`src/rtl/mvn_pkg.sv`:
```
// Shared types and constants for the mesh vertex normal unit.
// Used by mvn_norm and mesh_vertex_normals_unit; depends on nothing.
package mvn_pkg;

  localparam int MVN_MAX_CORNERS = 16;
  localparam int MVN_MAX_FACES   = 32;

  localparam int POS_W    = 16;
  localparam int IDX_W    = 8;
  localparam int NRM_W    = 16;
  localparam int NRM_FRAC = 14;
  localparam int ITEM_W   = 5;
  // Normalizer input: wide enough for a cross product of 17-bit differences.
  localparam int VEC_W    = 36;

  localparam logic [1:0] REQ_CORNER = 2'd0;
  localparam logic [1:0] REQ_FACE   = 2'd1;
  localparam logic [1:0] REQ_FINISH = 2'd2;

  localparam logic KIND_FACE   = 1'b0;
  localparam logic KIND_CORNER = 1'b1;

  typedef logic signed [NRM_W-1:0] nrm_t;

  typedef struct packed {
    logic signed [POS_W-1:0] x;
    logic signed [POS_W-1:0] y;
    logic signed [POS_W-1:0] z;
  } pos_t;

  typedef struct packed {
    nrm_t x;
    nrm_t y;
    nrm_t z;
  } nvec_t;

endpackage

```
`src/rtl/mvn_norm.sv`:
```
// Iterative vector normalizer: range reduction, sum of squares on one
// multiplier, bitwise square root and restoring division. Uses mvn_pkg.
module mvn_norm import mvn_pkg::*; (
  input  logic                    clk,
  input  logic                    rst_n,
  input  logic                    start,
  input  logic signed [VEC_W-1:0] vec_x,
  input  logic signed [VEC_W-1:0] vec_y,
  input  logic signed [VEC_W-1:0] vec_z,
  output logic                    done,
  output nvec_t                   res
);

  localparam int MAG_W = VEC_W - 1;
  localparam int RED_W = 30;
  localparam int SQ_W  = 2 * RED_W;
  localparam int S_W   = SQ_W + 2;
  localparam int R_W   = S_W + 1;
  localparam int L_W   = RED_W + 2;
  localparam int D_W   = L_W + NRM_FRAC;
  localparam int Q_W   = NRM_FRAC + 1;

  typedef enum logic [2:0] {N_IDLE, N_SHIFT, N_SQ, N_SQRT, N_DSET, N_DIV, N_OUT} nst_t;

  nst_t             st_r;
  logic [MAG_W-1:0] m_r [3];
  logic             neg_r [3];
  logic [4:0]       cnt_r;
  logic [1:0]       k_r;
  logic [SQ_W-1:0]  prod_r;
  logic [S_W-1:0]   s_r;
  logic [S_W-1:0]   n_r;
  logic [R_W-1:0]   r_r;
  logic [R_W-1:0]   bit_r;
  logic [L_W-1:0]   len_r;
  logic [D_W-1:0]   num_r;
  logic [D_W-1:0]   dsh_r;
  logic [Q_W-1:0]   q_r;
  nrm_t             res_r [3];

  logic             big;
  logic [RED_W-1:0] sq_in;
  logic [RED_W-1:0] dv_in;
  logic [S_W-1:0]   s_sum;
  logic [R_W-1:0]   trial;
  logic             take;
  logic [R_W-1:0]   r_new;
  logic             qb;
  logic [Q_W-1:0]   q_new;

  always_comb begin
    big = (|m_r[0][MAG_W-1:RED_W]) | (|m_r[1][MAG_W-1:RED_W]) | (|m_r[2][MAG_W-1:RED_W]);
    case (cnt_r[1:0])
      2'd0:    sq_in = m_r[0][RED_W-1:0];
      2'd1:    sq_in = m_r[1][RED_W-1:0];
      default: sq_in = m_r[2][RED_W-1:0];
    endcase
    case (k_r)
      2'd0:    dv_in = m_r[0][RED_W-1:0];
      2'd1:    dv_in = m_r[1][RED_W-1:0];
      default: dv_in = m_r[2][RED_W-1:0];
    endcase
    s_sum = s_r + S_W'(prod_r);
    trial = r_r + bit_r;
    take  = ({1'b0, n_r} >= trial);
    r_new = take ? ((r_r >> 1) + bit_r) : (r_r >> 1);
    qb    = (num_r >= dsh_r);
    q_new = {q_r[Q_W-2:0], qb};
  end

  always_ff @(posedge clk) begin
    if (!rst_n) begin
      st_r <= N_IDLE;
    end else begin
      case (st_r)
        N_IDLE: begin
          if (start) begin
            neg_r[0] <= vec_x[VEC_W-1];
            neg_r[1] <= vec_y[VEC_W-1];
            neg_r[2] <= vec_z[VEC_W-1];
            m_r[0]   <= vec_x[VEC_W-1] ? MAG_W'(-vec_x) : MAG_W'(vec_x);
            m_r[1]   <= vec_y[VEC_W-1] ? MAG_W'(-vec_y) : MAG_W'(vec_y);
            m_r[2]   <= vec_z[VEC_W-1] ? MAG_W'(-vec_z) : MAG_W'(vec_z);
            st_r     <= N_SHIFT;
          end
        end
        N_SHIFT: begin
          // All components drop one bit together until every one fits 30 bits.
          if (big) begin
            m_r[0] <= m_r[0] >> 1;
            m_r[1] <= m_r[1] >> 1;
            m_r[2] <= m_r[2] >> 1;
          end else begin
            cnt_r <= '0;
            s_r   <= '0;
            st_r  <= N_SQ;
          end
        end
        N_SQ: begin
          if (cnt_r != 5'd0) s_r <= s_sum;
          if (cnt_r != 5'd3) prod_r <= sq_in * sq_in;
          cnt_r <= cnt_r + 5'd1;
          if (cnt_r == 5'd3) begin
            if (s_sum == '0) begin
              res_r[0] <= '0;
              res_r[1] <= '0;
              res_r[2] <= '0;
              st_r     <= N_OUT;
            end else begin
              n_r   <= s_sum;
              r_r   <= '0;
              bit_r <= R_W'(1) << (R_W - 1);
              cnt_r <= '0;
              st_r  <= N_SQRT;
            end
          end
        end
        N_SQRT: begin
          if (take) n_r <= n_r - S_W'(trial);
          r_r   <= r_new;
          bit_r <= bit_r >> 2;
          cnt_r <= cnt_r + 5'd1;
          if (cnt_r == 5'd31) begin
            len_r <= L_W'(r_new);
            k_r   <= '0;
            st_r  <= N_DSET;
          end
        end
        N_DSET: begin
          num_r <= D_W'({dv_in, {NRM_FRAC{1'b0}}}) + D_W'(len_r >> 1);
          dsh_r <= D_W'({len_r, {NRM_FRAC{1'b0}}});
          q_r   <= '0;
          cnt_r <= '0;
          st_r  <= N_DIV;
        end
        N_DIV: begin
          if (qb) num_r <= num_r - dsh_r;
          dsh_r <= dsh_r >> 1;
          q_r   <= q_new;
          cnt_r <= cnt_r + 5'd1;
          if (cnt_r == 5'(NRM_FRAC)) begin
            res_r[k_r] <= neg_r[k_r] ? -NRM_W'(q_new) : NRM_W'(q_new);
            if (k_r == 2'd2) begin
              st_r <= N_OUT;
            end else begin
              k_r  <= k_r + 2'd1;
              st_r <= N_DSET;
            end
          end
        end
        N_OUT: begin
          st_r <= N_IDLE;
        end
        default: st_r <= N_IDLE;
      endcase
    end
  end

  assign done  = (st_r == N_OUT);
  assign res.x = res_r[0];
  assign res.y = res_r[1];
  assign res.z = res_r[2];

endmodule

```
`config.mk`:
```
export PLATFORM = sky130hd
export DESIGN_NAME = mvn_norm
export DESIGN_NICKNAME = d
export VERILOG_FILES = /design/src/rtl/mvn_pkg.sv /design/src/rtl/mvn_norm.sv
export SDC_FILE = /design/constraint.sdc
export NUM_CORES = 2
export LEC_CHECK = 0
export BUFFER_PORTS_ARGS = -buffer_cell sky130_fd_sc_hd__buf_2
export CAP_MARGIN = 25
export CORE_UTILIZATION = 35
export DETAILED_ROUTE_END_ITERATION = 16
export SLEW_MARGIN = 0
export SYNTH_ARGS = -nofsm -noshare
export SYNTH_HDL_FRONTEND = slang
export SYNTH_SLANG_ARGS = --single-unit
```
`constraint.sdc`:
```
create_clock -name clk -period 30.4 [get_ports clk]
set_clock_uncertainty 0.2 [all_clocks]
set_input_delay 6.08 -clock clk [delete_from_list [all_inputs] [get_ports clk]]
set_output_delay 6.08 -clock clk [all_outputs]
set_load 0.01 [all_outputs]
```
==> results.toml <==
[status]
outcome = "complete, no violations"

[floorplanning]
fp.dieW_um = 434
initial_core_util_pct = 35.2
row_count = 158
core_area_mm2 = 0.185
ioPinCount = 160
die_h_um = 434
die-area_mm2 = 0.188

[logic_synthesis]
synth-seq-cells = 584
yosysUniqueCellTypes = 100
synthCells = 6998
synth.yosys.seq_area_share_pct = 26.8
synth-edff-count = 579
synthesis.nets = 8319
synthFlopType = "edfxtp_1"
syn_area_mm2 = 0.0653
ys_warn_count = 0
synth.avg_cell_area_um2 = 9.34
async_reset_ff_share_pct = 0

[route]
wire_per_inst_um = 20.1
drt_iter0_markers = 4509
routed-via-count = 51034
drtAntennaViolNets = 0
wl_um = 193000
viasPerCell = 5.32
drt_pass1_iterations = 6
drc = 0

[timing]
rsz0062_at_grt = "false"
period_needed_ps = 11480
maxSlewHeadroom_pct = 27.0
max_freq_mhz = 87.1
finalCritPeriodShare_pct = 37.8
fin_tns_setup_ps = 0
worstMarginPinSlew_ps = 1090
finalSetupViolations = 0
maxSlewViolCount = 0
hold_viol_final = 0

[grt]
antenna_found_initial = 3
grt_pass1_wl_um = 301000
grt_max_degree = 124
grt_pass1_vias = 51763
overflow = 0
grt_usage_pct = 20.5

[finish]
final_common_cell = "inv_1"
drive_above_1_share_pct = 6.46
final_nets = 8371
final_cell_mix = "inv_1 (1011), nand2_1 (736), fa_1 (698)"
area_growth_pct = 9.21

[clock_network]
cts_buffer_depth = 3
post_cts_buffers = 0
htree_num_levels = 3
numCtsBuffers = 70
cts_root_buffer = "clkbuf_16"
cts_sinks = 584
ctsResizeCount = 0
postCtsHoldBufs = 0
cts_tree = "built"
path_clk_slew_ps = 60
clkLatencyLatePin_ps = 670

[placement]
place_congestion = 0.974
portBuffers = 159
dp_hpwl_um = 151000

[worst_setup_path]
worstReg2RegStart = "cnt_r[0]"
crit_path_end_kind = "register"
cp-startpoint = "cnt_r[0]"
cp.required_ps = 30590
ff2ff_path_depth = 35
reg2reg_setup_slack_ps = 18920
arrival_ps = 11680
r2r-end = "prod_r[59]"
cpPeakStageDelay_ps = 760
critPathKind = "register to register"
worstSetupEndpoint = "prod_r[59]"
critPathMaxFanout = 33
start_kind = "register"
crit_slowest_cell = "a21o_1"

[flow_run]
max_cap_viol_count = 0

[hold_path]
hold_class = "register to register"
==> metrics by stage <==
step | area [µm²] | hold WS [ps] | utilization, % | instances | setup slack [ps]
final | 71400 | 346 | 38.5 | 9590 | 18920
after global placement | 69000 | 340 | 37.2 | 9457 | 19240
after CTS | 71300 | 353 | 38.5 | 9585 | 18980
after floorplan | 65300 | 296 | - | 6998 | 16120
after global routing | 71400 | 387 | 38.5 | 9587 | 18340
after detailed placement | 69000 | 343 | 37.2 | 9457 | 19010
==> worst max-delay path, delay by kind of cell, from the launching register on <==
family | cells | cell delay [ps]
flip-flops | 1 | 440
adder cells (fa/ha/maj) | 10 | 4650
buffers and inverters | 10 | 1650
AND/OR/NAND/NOR | 4 | 1330
XOR/XNOR | 1 | 130
AO/OA/AOI/OAI | 10 | 2790
==> synthesized netlist by cell type, types with 54 or more instances <==
library cell	instances	area, µm²
nand2_1	737	2770
o31ai_1	54	405
a31oi_1	74	463
and3_1	83	519
nand3_1	68	340
nand4_1	72	450
clkbuf_1	213	800
xnor2_1	218	1910
a21oi_1	358	1790
edfxtp_1	579	17400
and2_1	82	513
ha_1	512	6410
nor3_1	76	380
inv_1	1011	3790
xor2_1	252	2210
nor2_1	615	2310
a21o_1	171	1280
fa_1	698	14000
o21ai_0	377	1890
==> state kept, by name, indices dropped and copies added, names as in the netlist, named ones only <==
register	flops
dsh_r	46
st_r	3
k_r	2
bit_r	32
num_r	46
q_r	14
prod_r	59
res_r	48
r_r	63
len_r	32
n_r	62
cnt_r	5
s_r	62
neg_r	3
m_r	105
==> area by class of cell <==
type                    count  area [µm²]
diodes                      4        10.0
clock buffers              81        1820
clock inverters            47         543
fillers                 18594      114000
inverters                1021        3830
multi-input cells        5138       43200
flip-flops and latches    584       17500
well taps                2480        3100
repair buffers            235        1390
==> logic make-up after synthesis <==
family          share of synthesized area (%)
buf+inv                                  7.40
compound gates                           14.2
simple gates                             13.7
flops                                    26.8
fa+ha+maj                                31.2
mux                                     0.502
xor+xnor                                 6.30
==> per-layer routing <==
metal,routed length (µm),global-route usage (%),vias up
met1,83300,27.7,25115
met2,88300,33.3,1811
li1,-,-,23768
met4,7400,7.41,0
met3,13900,3.06,340
met5,0,0,-
==> how the worst min path moves through the flow <==
stage               start  slack (ps)  cells past startpoint         end
6_report         len_r[0]         350                      2   dsh_r[14]
5_1_grt          len_r[0]         390                      2   dsh_r[14]
4_1_cts          len_r[0]         350                      2   dsh_r[14]
3_5_place_dp   m_r[0][68]         340                      2  m_r[0][67]
3_3_place_gp   m_r[0][68]         340                      2  m_r[0][67]
2_1_floorplan    len_r[0]         300                      2   dsh_r[14]
Power is not shown: default switching activity piles up to over one toggle a cycle in this logic, so the estimate is an artifact.
